[src/hdl/ntc_ram.sv]
// Generic single-port-write, single-port-read RAM with registered read data.
// No dependencies.
`default_nettype none
module ntc_ram #(
    parameter int WIDTH = 8,
    parameter int DEPTH = 16,
    parameter int AW    = (DEPTH > 1) ? $clog2(DEPTH) : 1
) (
    input  wire logic             i_clk,
    input  wire logic             i_we,
    input  wire logic [AW-1:0]    i_waddr,
    input  wire logic [WIDTH-1:0] i_wdata,
    input  wire logic             i_re,
    input  wire logic [AW-1:0]    i_raddr,
    output logic      [WIDTH-1:0] o_rdata
);

    logic [WIDTH-1:0] r_mem [DEPTH];

    always_ff @(posedge i_clk) begin
        if (i_we) begin
            r_mem[i_waddr] <= i_wdata;
        end
        if (i_re) begin
            o_rdata <= r_mem[i_raddr];
        end
    end

endmodule
`default_nettype wire

[config.mk]
export PLATFORM = sky130hd
export DESIGN_NAME = ntc_ram
export DESIGN_NICKNAME = d
export VERILOG_FILES = /design/src/hdl/ntc_ram.sv
export SDC_FILE = /design/constraint.sdc
export NUM_CORES = 1
export LEC_CHECK = 0
export BUFFER_PORTS_ARGS = -buffer_cell sky130_fd_sc_hd__buf_2
export CAP_MARGIN = 20
export CORE_UTILIZATION = 28
export CTS_CLUSTER_DIAMETER = 80
export CTS_CLUSTER_SIZE = 25
export DETAILED_ROUTE_END_ITERATION = 7
export PLACE_DENSITY = 0.53
export SETUP_SLACK_MARGIN = 0.5
export SYNTH_ARGS = -nofsm -noshare
export SYNTH_HDL_FRONTEND = slang
export SYNTH_SLANG_ARGS = --single-unit
[constraint.sdc]
create_clock -name i_clk -period 2.2 [get_ports i_clk]
set_input_delay 0.11 -clock i_clk [delete_from_list [all_inputs] [get_ports i_clk]]
set_output_delay 0.11 -clock i_clk [all_outputs]
set_load 0.01 [all_outputs]
==> impl_metrics.tcl <==
set metrics [dict create \
    postRouteAntennaNets 0 \
    drt-pass1-iter-count 7 \
    async_flop_share_pct 0 \
    clockBufferDepth 2 \
    status "finished, violations left" \
    ctsHoldBuffers 0 \
    fin_ws_ns 0.669 \
    grt_pass1_wl_um 15600 \
    grt_max_degree 33 \
    core_area_mm2 0.0181 \
    antenna_found_initial 0 \
    syn_area_mm2 0.00523 \
    hpwlAfterDp_um 6430 \
    final-hold-violation-count 0 \
    syn_area_per_cell_um2 22.8 \
    grt_pass1_vias 2530 \
    vias 2444 \
    cap_violations 0 \
    start_util_pct 28.8 \
    die_width_um 139 \
    min_period_ns 1.53 \
    vias_per_cell 4.65 \
    htree_levels 4 \
    violations "design-rule violations" \
    std_cell_rows 49 \
    insertedDiodeCount 0 \
    ys_types 18 \
    clkTransAtPathRegs_ns 0.05 \
    swShare_pct 19.5 \
    drt_iter0_markers 189 \
    critical_path_arrival_ns 1.66 \
    tritoncts "built" \
    end_kind "flop" \
    worstHoldPathType "in2reg" \
    final_max_slew_viol_count 0 \
    final_core_util_pct 34.3 \
    ios 27 \
    synthCells 229 \
    cpLargestDelayFamily "multiplexers" \
    period_share_pct 69.6 \
    synth_flop_cell "edfxtp_1" \
    cpMaxStageDelayCell "mux4_1" \
    finalSetupTns_ns 0 \
    cts-resized-gates 0 \
    die_h_um 139 \
    area_growth_syn_to_layout_pct 19.2 \
    powerDensity_mw_per_mm2 908 \
    synth_edf_count 136 \
    synth_fp_nets 248 \
    insertion_delay_ns 0.41 \
    worst_pin_slew_ns 0.489 \
    avgRoutedWirePerCell_um 19.7 \
    port-buffer-count 26 \
    finalSetupViolCount 0 \
    p_int_mw 4.56 \
    worstPathCellList "mux4_1 -> a22oi_1 -> nand2_1" \
    ys_warn_count 0 \
    die-area_mm2 0.0192 \
    track_usage_pct 11.5 \
    synth-seq-cells 136 \
    pwr-share-comb_pct 4.8 \
    timing.fmax_mhz 653 \
    cpPeakStageDelay_ns 0.51 \
    p_sw_mw 1.10 \
    overflow 0 \
    root_buffer "clkbuf_16" \
    cts_setup_buffers 0 \
    worst_setup_path_start_kind "flop" \
    p_seq_share_pct 51.9 \
    numCtsBuffers 17 \
    cts_sinks 136 \
    final_nets 304 \
    worst-setup-path-type "reg2reg" \
    worstPathMaxFanout 1 \
    p_leak_nw 2.07 \
    rsz0062_at_grt "false" \
    wirelength_um 10400 \
    yosysSeqAreaShare_pct 78.1 \
    drive_gt1_share_pct 28.6 \
    vdd_drop_max_uv 492 \
    drc 4 \
    crit_buf_inv 0 \
    slew_headroom_pct 67.4 \
    clockPowerShare_pct 43.3 \
    preCtsSetupSlack_ns 0.454 \
    gp_congestion 0.658 \
    required_ns 2.33 \
    clock_skew_ns 0.00468 \
]
[placed cells by master (no fill, tap or decap)]
master / instances
a22oi_1: 16
nand2_1: 9
and2b_1: 1
clkinv_1: 5
nor3_1: 4
nand3b_1: 2
mux4_1: 14
and2_1: 1
edfxtp_1: 136
clkbuf_1: 7
clkinv_2: 1
bufinv_16: 1
nand2b_1: 2
nor2_1: 13
nor2b_1: 1
buf_2: 26
nand3_1: 1
clkbuf_16: 17
buf_4: 20
mux4_2: 18
or3b_2: 1
buf_12: 1
[power groups by stage]
stage | Sequential [mW] | Clock, mW | Combinational [mW]
after floorplan | 2.99 | 0 | 0.147
after global placement | 2.99 | 0 | 0.271
after detailed placement | 2.99 | 0 | 0.276
after CTS | 2.94 | 2.50 | 0.277
after global routing | 2.94 | 2.61 | 0.295
final | 2.94 | 2.45 | 0.270
[routing by layer]
| layer | vias up | GRT usage, % | part of all wire [%] |
|---|---|---|---|
| met4 | 0 | 3.74 | 0.88 |
| li1 | 1092 | - | - |
| met3 | 10 | 3.59 | 5.0 |
| met5 | - | 0 | 0 |
| met2 | 59 | 17.7 | 48 |
| met1 | 1283 | 15.5 | 46 |
[layout make-up]
cell class,count,area (um2)
clock buffers,24,452
clock inverters,7,53.8
multi-input cells,83,1060
flip-flops and latches,136,4080
well taps,229,287
repair buffers,47,300
fillers,1704,11900
[stage by stage]
| stage | area [um2] | power, mW | instances | hold slack [ns] |
|---|---|---|---|---|
| after floorplan | 5230 | 3.14 | 229 | 0.209 |
| after global placement | 5730 | 3.26 | 495 | 0.496 |
| after detailed placement | 5730 | 3.27 | 495 | 0.498 |
| after CTS | 6230 | 5.72 | 526 | 0.0673 |
| after global routing | 6230 | 5.84 | 526 | 0.0838 |
| final | 6230 | 5.66 | 526 | 0.0830 |
[registers in the layout, indices dropped and copies added, names as in the netlist]
signal and flops:
o_rdata 8, r_mem 128
[final timing paths]
path	start	to	slack, ns	cells after the start
min reg2reg	r_mem[12][7]	o_rdata[7]	0.75	3
min	i_re	o_rdata[1]	0.08	1
max	r_mem[9][5]	o_rdata[5]	0.67	3
max reg2reg	r_mem[9][5]	o_rdata[5]	0.67	3
[logic make-up (layout without fill, tap and decap cells)]
| logic type | after synthesis | count (layout) | share of synthesized area (%) |
|---|---|---|---|
| multiplexers | 32 | 32 | 14.8 |
| AO/OA/AOI/OAI | 16 | 16 | 2.30 |
| flip-flops | 136 | 136 | 78.1 |
| buffers and inverters | 10 | 78 | 1.65 |
| AND/OR/NAND/NOR | 35 | 35 | 3.14 |
[cells in the mapped netlist (2+ instances only)]
cell type        instances  area, um2
nor3_1                   4       20.0
buf_2                    3       15.0
buf_6                    3       33.8
nand2b_1                 2       12.5
clkdlybuf4s25_2          3       30.0
edfxtp_1               136       4080
nand3b_1                 2       15.0
nor2_1                  13       48.8
a22oi_1                 16        120
nand2_1                  9       33.8
mux4_1                  14        368
mux4_2                  18        405
Note: power is estimated with default switching activity, not from simulation.
