## src/hdl/ntc_pkg.sv

```systemverilog
// Package for the nearest template classifier: codes, widths, types.
// Used by ntc_dist, nearest_template_classifier and its test.
`default_nettype none
package ntc_pkg;

    localparam int MAX_ENTRIES_DEF = 256;

    localparam int AR_W     = 16;
    localparam int FEAT_W   = 13;
    localparam int LABEL_W  = 8;
    localparam int DIST_W   = 35;
    localparam int STATUS_W = 2;
    localparam int MODE_W   = 2;
    localparam int COUNT_W  = 9;

    localparam logic [MODE_W-1:0] MODE_INSERT   = 2'd0;
    localparam logic [MODE_W-1:0] MODE_CLASSIFY = 2'd1;
    localparam logic [MODE_W-1:0] MODE_CLEAR    = 2'd2;

    localparam logic [STATUS_W-1:0] STAT_OK    = 2'd0;
    localparam logic [STATUS_W-1:0] STAT_FULL  = 2'd1;
    localparam logic [STATUS_W-1:0] STAT_EMPTY = 2'd2;

    typedef struct packed {
        logic [AR_W-1:0]    ar;
        logic [FEAT_W-1:0]  fill;
        logic [FEAT_W-1:0]  cy;
        logic [LABEL_W-1:0] label;
    } t_entry;

    localparam int ENTRY_W = $bits(t_entry);

    typedef struct packed {
        logic               vld;
        logic               last;
        logic [LABEL_W-1:0] label;
    } t_tag;

    typedef enum logic [1:0] {
        S_IDLE,
        S_SCAN,
        S_WAIT
    } t_state;

endpackage
`default_nettype wire

```

## src/hdl/ntc_dist.sv

```systemverilog
// Three-stage pipeline computing 4*da^2 + 2*df^2 + dc^2 for one template.
// Depends on ntc_pkg.
`default_nettype none
module ntc_dist (
    input  wire logic                        i_clk,
    input  wire logic                        i_rst_n,
    input  wire ntc_pkg::t_entry             i_query,
    input  wire ntc_pkg::t_entry             i_entry,
    input  wire ntc_pkg::t_tag               i_tag,
    output ntc_pkg::t_tag                    o_tag,
    output logic [ntc_pkg::DIST_W-1:0]       o_dist
);

    logic [ntc_pkg::AR_W-1:0]     r_da;
    logic [ntc_pkg::FEAT_W-1:0]   r_df;
    logic [ntc_pkg::FEAT_W-1:0]   r_dc;
    logic [2*ntc_pkg::AR_W-1:0]   r_sa;
    logic [2*ntc_pkg::FEAT_W-1:0] r_sf;
    logic [2*ntc_pkg::FEAT_W-1:0] r_sc;
    logic [ntc_pkg::DIST_W-1:0]   r_sum;
    ntc_pkg::t_tag                r_tag1;
    ntc_pkg::t_tag                r_tag2;
    ntc_pkg::t_tag                r_tag3;

    always_ff @(posedge i_clk) begin
        r_da <= (i_query.ar >= i_entry.ar) ? (i_query.ar - i_entry.ar)
                                           : (i_entry.ar - i_query.ar);
        r_df <= (i_query.fill >= i_entry.fill) ? (i_query.fill - i_entry.fill)
                                               : (i_entry.fill - i_query.fill);
        r_dc <= (i_query.cy >= i_entry.cy) ? (i_query.cy - i_entry.cy)
                                           : (i_entry.cy - i_query.cy);
        r_sa <= r_da * r_da;
        r_sf <= r_df * r_df;
        r_sc <= r_dc * r_dc;
        r_sum <= {1'b0, r_sa, 2'b00} + {8'd0, r_sf, 1'b0} + {9'd0, r_sc};
    end

    always_ff @(posedge i_clk) begin
        if (!i_rst_n) begin
            r_tag1 <= '0;
            r_tag2 <= '0;
            r_tag3 <= '0;
        end else begin
            r_tag1 <= i_tag;
            r_tag2 <= r_tag1;
            r_tag3 <= r_tag2;
        end
    end

    assign o_tag  = r_tag3;
    assign o_dist = r_sum;

endmodule
`default_nettype wire

```

## config.mk

```make
export PLATFORM = sky130hd
export DESIGN_NAME = ntc_dist
export DESIGN_NICKNAME = d
export VERILOG_FILES = /design/src/hdl/ntc_pkg.sv /design/src/hdl/ntc_dist.sv
export SDC_FILE = /design/constraint.sdc
export NUM_CORES = 1
export LEC_CHECK = 0
export BUFFER_PORTS_ARGS = -buffer_cell sky130_fd_sc_hd__buf_2
export CAP_MARGIN = 20
export CORE_MARGIN = 1
export CORE_UTILIZATION = 58
export CTS_CLUSTER_DIAMETER = 80
export DETAILED_ROUTE_END_ITERATION = 12
export HOLD_SLACK_MARGIN = 0.06
export PLACE_DENSITY = 0.8
export SLEW_MARGIN = 20
export SYNTH_ARGS = -nofsm -noshare
export SYNTH_HDL_FRONTEND = slang
export SYNTH_SLANG_ARGS = --single-unit
```

## constraint.sdc

```tcl
create_clock -name i_clk -period 6.1 [get_ports i_clk]
set_input_delay 0.915 -clock i_clk [delete_from_list [all_inputs] [get_ports i_clk]]
set_output_delay 0.915 -clock i_clk [all_outputs]
set_load 0.02 [all_outputs]
```

==> impl_metrics.csv <==
group,metric,value,unit
worst_setup_path,startpoint_type,"flip-flop",
route,wirelength,54250,um
global_routing,grt_pass1_vias,20530,
worst_setup_path,critical_path.most_common_cell,"fa_1",
worst_setup_path,slowest_delay,0.56,ns
cts,root_buffer,"clkbuf_16",
route,vias_per_cell,5.362,
cts,cts.sinks,188,
cts,cts_tree,"yes",
synth,syn-num-nets,3722,
sta,slew_violations,0,
route,drtAntennaViolNets,0,
sta,finalCritPeriodShare,97.60,%
worst_setup_path,endpoint,"r_sa[26]$_DFF_P_",
layout,n_antenna_cell,0,
route,drc,0,
placement,dp_hpwl,45670,um
worst_setup_path,worstSetupEndpointType,"flip-flop",
route,routed-via-count,19513,
synth,syn_inst,2877,
route,drt-initial-drc-count,1064,
worst_setup_path,cp_max_fo,7,
worst_setup_path,critPathTopFamily,"adder cells",
layout,num-nets-final,3880,
worst_setup_path,critPathArrivalTime,6.37,ns
sta,rsz0062_at_grt,"true",
synth,yosys.area.top_type,"fa_1",
cts,cts.reportedPaths.clkPinSlew,0.08,ns
synth,ys_types,67,
run,max_cap_violations,0,
worst_setup_path,reg2reg_depth,23,
floorplan,ios,157,
synth,async_flop_share,0,%
worst_setup_path,path_cells,"buf_4 -> buf_4 -> and2_1 -> ha_1 -> xor2_1 -> fa_1 -> inv_1 -> fa_1 -> fa_1 -> fa_1 -> inv_1 -> fa_1 -> inv_1 -> ha_1 -> nand2_2 -> a2111oi_2 -> buf_4 -> o211ai_1 -> buf_4 -> a21oi_4 -> o21ai_2 -> o21ai_0 -> xor2_1",
cts,clk_latency,0.48,ns
sta,slew_headroom,54.13,%
global_routing,grt_pass1_wl,92620,um
synth,syn_area,26010,um2
placement,gp_congestion,0.8902,
cts,htreeDepth,4,
synth,yosysSeqAreaShare,14.47,%
placement,post-place-cells,3600,
worst_setup_path,slowest_stage,"fa_1",
worst_setup_path,r2r_end,"r_sa[26]$_DFF_P_",
layout,final_area,28470,um2
worst_setup_path,crit-reg2reg-launch,"r_da[3]$_DFF_P_",
sta,worst_pin_slew,0.6708,ns
synth,avgSynthCellArea,9.042,um2
sta,tns,0,ns
global_routing,grt_usage,25.42,%
sta,hold_slack,0.3326,ns
sta,fin_skew,0.01023,ns
layout,finalNonFillerCells,3639,
cts,clock_path_buffers,2,
route,wire_per_inst,14.91,um
sta,period_minus_slack,5.953,ns
synth,ys_ff_latch,188,
placement,port_buffers,140,
global_routing,antenna_found_initial,3,
layout,layout-drive-gt1-share,10.73,%
sta,setup_viol,0,
synth,synth_warnings,0,
synth,synth_ff_type,"dfxtp_1",
floorplan,dieWidth,213.8,um
layout,area_delta_synth_final,9.461,%
global_routing,overflow,0,
floorplan,rows,77,
cts,hold_buffers,0,
sta,finalHoldViolations,0,
worst_setup_path,cp_num_buf_inv,7,
worst_setup_path,required,6.52,ns
status,status,"completed",
global_routing,grt_max_degree,31,
worst_setup_path,critPathLaunch,"r_da[3]$_DFF_P_",
floorplan,initial_utilization,58.83,%
worst_setup_path,r2r_slack,0.15,ns
synth,synthTopCellsByArea,"fa_1, ha_1, dfxtp_1",
floorplan,dieArea,45700,um2
synth,synth-edff-count,0,
placement,place_area,27680,um2
cts,numCtsBuffers,17,
floorplan,coreArea,44220,um2
route,firstDrtPassIters,7,
worst_setup_path,cp.depth,23,
floorplan,die_height,213.8,um
min_path,holdCritPathClass,"reg -> reg",
synth,yosys.area.top_type_share,29.78,%
sta,fmax,168.0,MHz
worst_setup_path,worstSetupPathType,"reg -> reg",
==> how the worst min path moves through the flow <==
stage / startpoint / to / cells past startpoint
after floorplan: r_sc[0]$_DFF_P_ / o_dist[0]$_DFF_P_ / 0
after global placement: r_sc[0]$_DFF_P_ / o_dist[0]$_DFF_P_ / 0
after detailed placement: r_sc[0]$_DFF_P_ / o_dist[0]$_DFF_P_ / 0
after CTS: r_sc[0]$_DFF_P_ / o_dist[0]$_DFF_P_ / 0
after global routing: r_sc[0]$_DFF_P_ / o_dist[0]$_DFF_P_ / 0
final: r_sc[0]$_DFF_P_ / o_dist[0]$_DFF_P_ / 0
==> synth_stat cells, types with 11 or more instances <==
master and instances:
inv_1 664, mux2i_1 25, nand2_1 224, nand2b_1 21, nand3_1 17, fa_1 387, xor2_1 41, a211oi_1 11
nor2_1 86, nor3_1 28, or2_2 12, clkbuf_1 68, a21o_1 73, o211ai_1 11, and3_1 13, nor2b_1 32
ha_1 346, o21a_1 16, xnor2_1 110, o21ai_0 68, dfxtp_1 188, o21bai_1 19, or3_1 12, a31oi_1 17
a21oi_1 139, nand4_1 15, and2_1 132
==> area by class of cell <==
class | count | area [um2]
clock buffer | 17 | 425.4
clock inverter | 14 | 125.1
fill | 3567 | 15750
inverter | 664 | 2492
multi-input combinational | 1946 | 19570
sequential | 188 | 3809
tap | 592 | 740.7
timing repair buffer | 218 | 1314
==> registers in the layout, summed over array words and instances, names as in the netlist <==
signal,count
r_da,16
r_tag2,10
o_tag,10
o_dist,35
r_dc,13
r_df,13
r_sa,31
r_tag1,10
r_sc,25
r_sf,25
==> timing repair <==
item | CTS | global route
pin swaps | 2 | 21
resized for setup | 13 | 54
gates cloned | 0 | 0
setup buffers | 0 | 9
endpoints found under the setup margin | 8 | 17
==> cell usage in the layout, fill, tap and decap left out, types with 25 or more instances in the layout <==
cell type	Yosys	layout
inv_1	664	662
fa_1	387	387
ha_1	346	343
nand2_1	224	222
dfxtp_1	188	166
buf_2	6	140
a21oi_1	139	135
and2_1	132	131
xnor2_1	110	110
nor2_1	86	86
a21o_1	73	73
buf_4	3	73
o21ai_0	68	64
xor2_1	41	41
nor2b_1	32	32
nor3_1	28	27
mux2i_1	25	25
==> per-layer routing <==
metal / global-route usage (%) / wire length (um)
met1: 32.20 / 22960
met2: 43.83 / 27390
met3: 4.174 / 2469
met4: 9.064 / 1400
met5: 0 / 36
==> kinds of logic (layout without fill, tap and decap cells) <==
group | after synthesis | in the layout | synth area share, %
AO/OA/AOI/OAI | 429 | 429 | 10.69
XOR/XNOR | 151 | 151 | 5.084
adder cells (fa/ha/maj) | 733 | 733 | 46.42
buffers and inverters | 743 | 913 | 10.80
flip-flops | 188 | 188 | 14.47
multiplexers | 29 | 29 | 1.135
other | 1 | 1 | 0.01442
AND/OR/NAND/NOR | 603 | 603 | 11.38
==> stage by stage <==
stage          utilization, %  setup WS [ns]
4_1_cts                 63.90       0.006479
3_3_place_gp            62.59       -0.04731
2_1_floorplan               -        0.02750
6_report                64.39         0.1466
5_1_grt                 64.39        -0.1052
3_5_place_dp            62.59        -0.2430
Power is not shown: default switching activity piles up to over one toggle a cycle in this logic, so the estimate is an artifact.
